### config.mk
export PLATFORM = sky130hd
export DESIGN_NAME = positional_array_list_flat
export DESIGN_NICKNAME = d
export VERILOG_FILES = /design/src/rtl/core/pal_pkg.sv /design/src/rtl/core/pal_in_if.sv /design/src/rtl/core/pal_out_if.sv /design/src/rtl/core/pal_ctrl.sv /design/src/rtl/core/pal_dp.sv /design/src/rtl/core/positional_array_list.sv /design/src/flat_wrapper.sv
export SDC_FILE = /design/constraint.sdc
export NUM_CORES = 2
export LEC_CHECK = 0
export ABC_AREA = 1
export BUFFER_PORTS_ARGS = -buffer_cell sky130_fd_sc_hd__buf_2
export CAP_MARGIN = 20
export CORE_MARGIN = 1.5
export CORE_UTILIZATION = 45
export DETAILED_ROUTE_END_ITERATION = 10
export SYNTH_ARGS = -nofsm -noshare
export SYNTH_HDL_FRONTEND = slang
export SYNTH_SLANG_ARGS = --single-unit
### constraint.sdc
create_clock -name clk_i -period 5.9 [get_ports clk_i]
set_clock_uncertainty 0.05 [all_clocks]
set_input_delay 0.885 -clock clk_i [delete_from_list [all_inputs] [get_ports clk_i]]
set_output_delay 0.885 -clock clk_i [all_outputs]
set_load 0.01 [all_outputs]
### src/rtl/core/pal_pkg.sv
// Package: widths, codes and controller/datapath structs for the positional array list.
package pal_pkg;

  localparam int unsigned DEPTH   = 16;
  localparam int unsigned KEY_W   = 32;
  localparam int unsigned POS_W   = 5;
  localparam int unsigned IDX_W   = 4;
  localparam int unsigned CNT_W   = 5;
  localparam int unsigned OP_W    = 2;
  localparam int unsigned STAT_W  = 3;

  typedef enum logic [OP_W-1:0] {
    OP_INSERT = 2'd0,
    OP_REMOVE = 2'd1,
    OP_SEARCH = 2'd2,
    OP_NONE   = 2'd3
  } op_e;

  typedef enum logic [STAT_W-1:0] {
    ST_OK      = 3'd0,
    ST_FULL    = 3'd1,
    ST_EMPTY   = 3'd2,
    ST_RANGE   = 3'd3,
    ST_MISSING = 3'd4
  } status_e;

  typedef enum logic {
    S_IDLE = 1'b0,
    S_HOLD = 1'b1
  } state_e;

  typedef struct packed {
    logic    load;
    logic    insert;
    logic    remove;
    logic    search_ok;
    status_e status;
  } pal_cmd_t;

  typedef struct packed {
    logic full;
    logic empty;
    logic pos_le_cnt;
    logic pos_lt_cnt;
    logic hit;
  } pal_stat_t;

endpackage

### src/rtl/core/pal_in_if.sv
// Input channel interface: operation, position and key with valid/ready.
interface pal_in_if
  import pal_pkg::*;
();
  logic             valid;
  logic             ready;
  logic [OP_W-1:0]  operation;
  logic [POS_W-1:0] position;
  logic [KEY_W-1:0] key;

  modport source (output valid, output operation, output position, output key, input ready);
  modport sink   (input valid, input operation, input position, input key, output ready);
endinterface

### src/rtl/core/pal_out_if.sv
// Output channel interface: status, removed key, match index and count with valid/ready.
interface pal_out_if
  import pal_pkg::*;
();
  logic              valid;
  logic              ready;
  logic [STAT_W-1:0] status;
  logic [KEY_W-1:0]  key_out;
  logic [IDX_W-1:0]  index_out;
  logic [CNT_W-1:0]  count_out;

  modport source (output valid, output status, output key_out, output index_out,
                  output count_out, input ready);
  modport sink   (input valid, input status, input key_out, input index_out,
                  input count_out, output ready);
endinterface

### src/rtl/core/pal_ctrl.sv
// Controller: handshake state machine and operation decode into datapath commands.
module pal_ctrl
  import pal_pkg::*;
(
  input  logic            clk_i,
  input  logic            rst_ni,
  input  logic            in_valid_i,
  output logic            in_ready_o,
  input  logic [OP_W-1:0] operation_i,
  output logic            out_valid_o,
  input  logic            out_ready_i,
  input  pal_stat_t       stat_i,
  output pal_cmd_t        cmd_o
);

  state_e state_q, state_d;
  logic   accept;
  op_e    op;

  always_ff @(posedge clk_i or negedge rst_ni) begin
    if (!rst_ni) begin
      state_q <= S_IDLE;
    end else begin
      state_q <= state_d;
    end
  end

  always_comb begin
    op          = op_e'(operation_i);
    in_ready_o  = (state_q == S_IDLE) || out_ready_i;
    out_valid_o = (state_q == S_HOLD);
    accept      = in_valid_i && in_ready_o;

    state_d = state_q;
    if (accept) begin
      state_d = S_HOLD;
    end else if (out_ready_i) begin
      state_d = S_IDLE;
    end

    cmd_o           = '0;
    cmd_o.load      = accept;
    cmd_o.status    = ST_OK;
    case (op)
      OP_INSERT: begin
        if (stat_i.full) begin
          cmd_o.status = ST_FULL;
        end else if (!stat_i.pos_le_cnt) begin
          cmd_o.status = ST_RANGE;
        end else begin
          cmd_o.insert = accept;
        end
      end
      OP_REMOVE: begin
        if (stat_i.empty) begin
          cmd_o.status = ST_EMPTY;
        end else if (!stat_i.pos_lt_cnt) begin
          cmd_o.status = ST_RANGE;
        end else begin
          cmd_o.remove = accept;
        end
      end
      OP_SEARCH: begin
        if (stat_i.empty) begin
          cmd_o.status = ST_EMPTY;
        end else if (!stat_i.hit) begin
          cmd_o.status = ST_MISSING;
        end else begin
          cmd_o.search_ok = 1'b1;
        end
      end
      default: begin
        cmd_o.status = ST_OK;
      end
    endcase
  end

endmodule

### src/rtl/core/pal_dp.sv
// Datapath: entry cells with parallel shift and compare, count and result registers.
module pal_dp
  import pal_pkg::*;
(
  input  logic              clk_i,
  input  logic              rst_ni,
  input  logic [POS_W-1:0]  position_i,
  input  logic [KEY_W-1:0]  key_i,
  input  pal_cmd_t          cmd_i,
  output pal_stat_t         stat_o,
  output logic [STAT_W-1:0] status_o,
  output logic [KEY_W-1:0]  key_out_o,
  output logic [IDX_W-1:0]  index_out_o,
  output logic [CNT_W-1:0]  count_out_o
);

  logic [KEY_W-1:0]  cell_q [DEPTH];
  logic [KEY_W-1:0]  cell_d [DEPTH];
  logic [CNT_W-1:0]  count_q, count_d;
  logic [DEPTH-1:0]  match;
  logic [IDX_W-1:0]  hit_idx;
  logic [STAT_W-1:0] status_q;
  logic [KEY_W-1:0]  key_out_q;
  logic [IDX_W-1:0]  index_out_q;
  logic [CNT_W-1:0]  count_out_q;

  always_comb begin
    for (int i = 0; i < DEPTH; i++) begin
      match[i] = (CNT_W'(i) < count_q) && (cell_q[i] == key_i);
    end
    hit_idx = '0;
    for (int i = DEPTH - 1; i >= 0; i--) begin
      if (match[i]) begin
        hit_idx = IDX_W'(i);
      end
    end

    stat_o.full       = (count_q == CNT_W'(DEPTH));
    stat_o.empty      = (count_q == '0);
    stat_o.pos_le_cnt = (position_i <= count_q);
    stat_o.pos_lt_cnt = (position_i < count_q);
    stat_o.hit        = |match;

    for (int i = 0; i < DEPTH; i++) begin
      cell_d[i] = cell_q[i];
      if (cmd_i.insert) begin
        if (POS_W'(i) == position_i) begin
          cell_d[i] = key_i;
        end else if (i > 0 && POS_W'(i) > position_i && CNT_W'(i) <= count_q) begin
          cell_d[i] = cell_q[(i > 0) ? i - 1 : 0];
        end
      end else if (cmd_i.remove) begin
        if (i < DEPTH - 1 && POS_W'(i) >= position_i && CNT_W'(i + 1) < count_q) begin
          cell_d[i] = cell_q[(i < DEPTH - 1) ? i + 1 : i];
        end
      end
    end

    count_d = count_q;
    if (cmd_i.insert) begin
      count_d = count_q + CNT_W'(1);
    end else if (cmd_i.remove) begin
      count_d = count_q - CNT_W'(1);
    end
  end

  always_ff @(posedge clk_i or negedge rst_ni) begin
    if (!rst_ni) begin
      count_q <= '0;
    end else begin
      count_q <= count_d;
    end
  end

  always_ff @(posedge clk_i) begin
    for (int i = 0; i < DEPTH; i++) begin
      cell_q[i] <= cell_d[i];
    end
    if (cmd_i.load) begin
      status_q    <= cmd_i.status;
      key_out_q   <= cmd_i.remove ? cell_q[position_i[IDX_W-1:0]] : '0;
      index_out_q <= cmd_i.search_ok ? hit_idx : '0;
      count_out_q <= count_d;
    end
  end

  assign status_o    = status_q;
  assign key_out_o   = key_out_q;
  assign index_out_o = index_out_q;
  assign count_out_o = count_out_q;

endmodule

### src/rtl/core/positional_array_list.sv
// Top level: positional array list with insert, remove and search over 16 keys.
//
// Usage:
//   in_i carries operation, position and key; a transaction completes when
//   valid and ready are both high at a rising clock edge. out_o carries
//   status, key_out, index_out and count_out, one result per transaction.
//   Insert shifts later entries up, remove shifts them down and returns the
//   removed key, search compares every stored entry in parallel and returns
//   the first match.
//   Latency: the result is valid the cycle after the input transaction.
//   Throughput: one transaction per cycle while out ready is high; every entry cell shifts and every
//   comparator evaluates in the same cycle, and the result register takes a
//   new result in the cycle the previous one is taken.
//   Stall: while a result waits and out ready is low, in ready is low and
//   the list holds its contents.
//   Reset: rst_ni clears the count and the output valid; entry cells are
//   not cleared, only entries below the count are ever read.
module positional_array_list
  import pal_pkg::*;
(
  input  logic     clk_i,
  input  logic     rst_ni,
  pal_in_if.sink   in_i,
  pal_out_if.source out_o
);

  pal_cmd_t  cmd;
  pal_stat_t stat;

  pal_ctrl u_ctrl (
    .clk_i       (clk_i),
    .rst_ni      (rst_ni),
    .in_valid_i  (in_i.valid),
    .in_ready_o  (in_i.ready),
    .operation_i (in_i.operation),
    .out_valid_o (out_o.valid),
    .out_ready_i (out_o.ready),
    .stat_i      (stat),
    .cmd_o       (cmd)
  );

  pal_dp u_dp (
    .clk_i       (clk_i),
    .rst_ni      (rst_ni),
    .position_i  (in_i.position),
    .key_i       (in_i.key),
    .cmd_i       (cmd),
    .stat_o      (stat),
    .status_o    (out_o.status),
    .key_out_o   (out_o.key_out),
    .index_out_o (out_o.index_out),
    .count_out_o (out_o.count_out)
  );

endmodule

### src/flat_wrapper.sv
// flat-port wrapper written by rule: the top's interface ports become plain ports
module positional_array_list_flat import pal_pkg::*;
  (clk_i, rst_ni, in_i_valid, in_i_operation, in_i_position, in_i_key, in_i_ready, out_o_valid, out_o_status, out_o_key_out, out_o_index_out, out_o_count_out, out_o_ready);
  pal_in_if in_i_i ();
  pal_out_if out_o_i ();
  input  logic clk_i;
  input  logic rst_ni;
  input wire logic [$bits(in_i_i.valid)-1:0] in_i_valid;
  input wire logic [$bits(in_i_i.operation)-1:0] in_i_operation;
  input wire logic [$bits(in_i_i.position)-1:0] in_i_position;
  input wire logic [$bits(in_i_i.key)-1:0] in_i_key;
  output wire logic [$bits(in_i_i.ready)-1:0] in_i_ready;
  output wire logic [$bits(out_o_i.valid)-1:0] out_o_valid;
  output wire logic [$bits(out_o_i.status)-1:0] out_o_status;
  output wire logic [$bits(out_o_i.key_out)-1:0] out_o_key_out;
  output wire logic [$bits(out_o_i.index_out)-1:0] out_o_index_out;
  output wire logic [$bits(out_o_i.count_out)-1:0] out_o_count_out;
  input wire logic [$bits(out_o_i.ready)-1:0] out_o_ready;
  assign in_i_i.valid = in_i_valid;
  assign in_i_i.operation = in_i_operation;
  assign in_i_i.position = in_i_position;
  assign in_i_i.key = in_i_key;
  assign in_i_ready = in_i_i.ready;
  assign out_o_valid = out_o_i.valid;
  assign out_o_status = out_o_i.status;
  assign out_o_key_out = out_o_i.key_out;
  assign out_o_index_out = out_o_i.index_out;
  assign out_o_count_out = out_o_i.count_out;
  assign out_o_i.ready = out_o_ready;
  positional_array_list u_core (.clk_i(clk_i), .rst_ni(rst_ni), .in_i(in_i_i), .out_o(out_o_i));
endmodule
==> impl_metrics.py <==
metrics = {
    "synth": {
        "ys.warnings.count": 0,
        "syn_nets": 4801,
        "synth_area_um2": 38900,
        "synth_mux_area_share_pct": 0,
        "synthAdderAreaFrac_pct": 0.322,
        "synth.distinct_cells": 60,
        "synthSimpleGateAreaFrac_pct": 15.9,
        "ys_ff_latch": 562,
        "synth_area_leaders": "edfxtp_1 (43%), nand2_1 (10%), o21ai_0 (8.1%)",
        "ys_async_sr_fraction_pct": 1.07,
        "synth_area_per_cell_um2": 8.19,
        "synthFlopType": "edfxtp_1",
        "post-synth-top-count-cell": "nand2_1",
        "synth_common_cells": "nand2_1 (1036), o21ai_0 (631), edfxtp_1 (556), inv_1 (469), o211ai_1 (401)",
        "netlist.area_leader.share_pct": 42.9,
        "synth_top_area_cell": "edfxtp_1",
        "synth-xor-area-share_pct": 5.99,
        "synthCells": 4748,
        "synth_edf_count": 556,
        "synth_top_family_by_area": "compound AO/OA/AOI/OAI gates",
        "ys_seq_area_share_pct": 43.3,
        "synth_compound_area_share_pct": 24.0,
    },
    "layout": {
        "finalNonFillerCells": 5785,
        "area_growth_pct": 7.90,
        "drive_above_1_share_pct": 8.56,
        "nNetsFinal": 4641,
    },
    "power": {
        "intPower_mw": 7.65,
        "pwr-share-clk_pct": 37.0,
        "vdd_drop_max_mv": 0.218,
        "switching_share_pct": 33.6,
        "power_density_nw_per_um2": 275,
        "p_leak_nw": 15.1,
        "comb_power_share_pct": 20.9,
        "seqPwrFrac_pct": 42.0,
        "power.net_switching_mw": 3.88,
    },
    "worst_setup_path": {
        "crit_start": "u_core.u_dp.count_q[4]$_DFF_PN0_",
        "worstReg2RegStart": "u_core.u_dp.count_q[4]$_DFF_PN0_",
        "critical_path_class": "reg -> reg",
        "end_kind": "flop",
        "critPathMaxFanout": 37,
        "cp-start-kind": "flop",
        "critPathRequiredTime_ps": 6110,
        "worstPathArrival_ps": 4350,
    },
    "global_routing": {
        "grt_start_max_net_pins": 194,
        "grt.total_usage_pct": 41.0,
        "grt_pass1_wl_um": 262000,
        "grt_pass1_vias": 35082,
        "grt_remaining_overflow": 0,
        "antenna_found_initial": 17,
    },
    "sta": {
        "fin_tns_setup_ps": 0,
        "hold_violations": 0,
        "setup_viol": 0,
        "timing.fmax_ghz": 0.242,
        "period_needed_ps": 4140,
        "tightest_slew_ps": 1150,
        "slew_violations": 0,
        "rsz0062_at_grt": "false",
        "final.period_utilization_pct": 70.2,
        "max_slew_margin_pct": 23.1,
    },
    "floorplanning": {
        "die_y_um": 297,
        "core_um2": 85400,
        "start_util_pct": 45.5,
        "dieArea_um2": 88200,
        "chipWidth_um": 297,
        "io_pins": 89,
        "num_rows": 107,
    },
    "cts": {
        "cts_buffer_depth": 3,
        "postCtsSetupBuffers": 0,
        "cts_num_sinks": 562,
        "root_buffer": "clkbuf_16",
        "post_cts_resized": 0,
        "path_clk_slew_ps": 60,
        "cts_buffers": 69,
        "cts_tree": "done",
        "holdBufCountCts": 0,
        "clkLatencyLatePin_ps": 650,
        "htree_num_levels": 3,
    },
    "status": {
        "status": "complete, no violations",
    },
    "routing": {
        "dr.pass1.iters": 10,
        "viasPerCell": 6.84,
        "drtAntennaViolNets": 0,
        "drtIter0Drc": 7877,
        "wl_per_cell_um": 32.6,
        "via_count": 39541,
        "totalWireLength_um": 188000,
        "drc": 0,
    },
    "placed_design": {
        "dp_hpwl_um": 131000,
        "placedCellCount": 5659,
        "io_buffers": 88,
        "routabilityCongestion": 1.07,
    },
    "min_path": {
        "hp-class": "in -> async",
    },
    "run": {
        "maxCapViolCount": 0,
    },
}
-- final timing paths --
path / endpoint / slack [ps] / cells past startpoint
min in group clk_i: u_core.u_ctrl.out_valid_o$_DFFE_PN0P_ / 470 / 2
min: u_core.u_dp.count_q[2]$_DFF_PN0_ / 20 / 1
max reg2reg: u_core.u_dp.cell_q[12][20]$_DFFE_PP_ / 1760 / 12
min reg2reg: u_core.u_ctrl.out_valid_o$_DFFE_PN0P_ / 470 / 2
max in group asynchronous: u_core.u_ctrl.out_valid_o$_DFFE_PN0P_ / 5620 / 1
max: u_core.u_dp.cell_q[12][20]$_DFFE_PP_ / 1760 / 12
-- sequential cells by signal, summed over array words and instances, names as in the netlist --
signal                     cells
u_core.u_ctrl.out_valid_o      1
u_core.u_dp.count_q            5
u_core.u_dp.index_out_o        4
u_core.u_dp.key_out_o         32
u_core.u_dp.cell_q           512
u_core.u_dp.count_out_o        5
u_core.u_dp.status_o           3
-- stage by stage --
| stage | setup slack, ps | util (%) | total power [mW] | cell area [µm²] | hold WS, ps |
|---|---|---|---|---|---|
| 2_1_floorplan | 164 | - | 6.25 | 38900 | 499 |
| 3_3_place_gp | 1490 | 46.6 | 7.16 | 39800 | 452 |
| 3_5_place_dp | 1490 | 46.6 | 7.17 | 39800 | 464 |
| 4_1_cts | 1870 | 49.1 | 11.3 | 41900 | 15.0 |
| 5_1_grt | 1580 | 49.1 | 11.7 | 42000 | 28.5 |
| 6_report | 1760 | 49.1 | 11.5 | 42000 | 24.4 |
-- cell usage in the layout (no fill, tap or decap), types with 7 or more instances in the layout --
cell	instances
nor4_1	17
clkbuf_1	15
nand3_2	8
nand2_2	7
clkinv_2	10
inv_2	32
inv_1	466
o32ai_1	33
ha_1	10
buf_4	100
nand2_1	1032
nor2_1	234
edfxtp_1	556
nor2_4	11
xor2_1	46
a31oi_1	39
a21oi_1	74
a221oi_1	45
o22ai_1	159
nand3_1	61
o211ai_1	401
clkbuf_16	73
clkinv_1	18
a211oi_1	33
buf_2	86
o221ai_1	32
o21ai_0	629
xnor2_1	220
nor3_1	11
nand4_1	81
-- metal layers --
layer,vias up,GRT usage (%),wire length [µm]
li1,16404,-,-
met2,3646,57.3,76100
met4,22,19.9,10800
met3,580,16.3,32400
met1,18889,54.6,68600
met5,-,1.57,418
-- cell families after synthesis --
logic type               count (synthesis)
AO/OA/AOI/OAI                         1484
XOR/XNOR                               266
adder cells (fa/ha/maj)                 10
buffers and inverters                  930
flip-flops                             562
AND/OR/NAND/NOR                       1496
-- power by group through the flow --
stage	Combinational, mW	Sequential, mW	Clock (mW)
final	2.41	4.84	4.27
after global routing	2.49	4.85	4.38
after CTS	2.27	4.83	4.23
after detailed placement	2.26	4.91	0
after global placement	2.25	4.91	0
after floorplan	1.38	4.86	0
-- worst max-delay path, stage by stage (launching register included) --
cell	delay, ps
dfrtp_1	590
inv_4	200
ha_1	340
nand2_1	80
nor2_1	120
nand2_1	70
o211ai_2	130
nand2_1	170
nand2_4	400
buf_4	540
o21ai_0	240
a221oi_4	260
buf_4	490
-- layout make-up --
class                           count  area (µm²)
Fill cell                        8505       43400
Antenna cell                        2        5.00
Multi-Input combinational cell   3256       18300
Inverter                          507        1930
Sequential cell                   562       16800
Timing Repair Buffer              192        1310
Tap cell                         1144        1430
Clock inverter                     29         175
Clock buffer                       93        1950
Note: power is estimated with default switching activity, not from simulation.
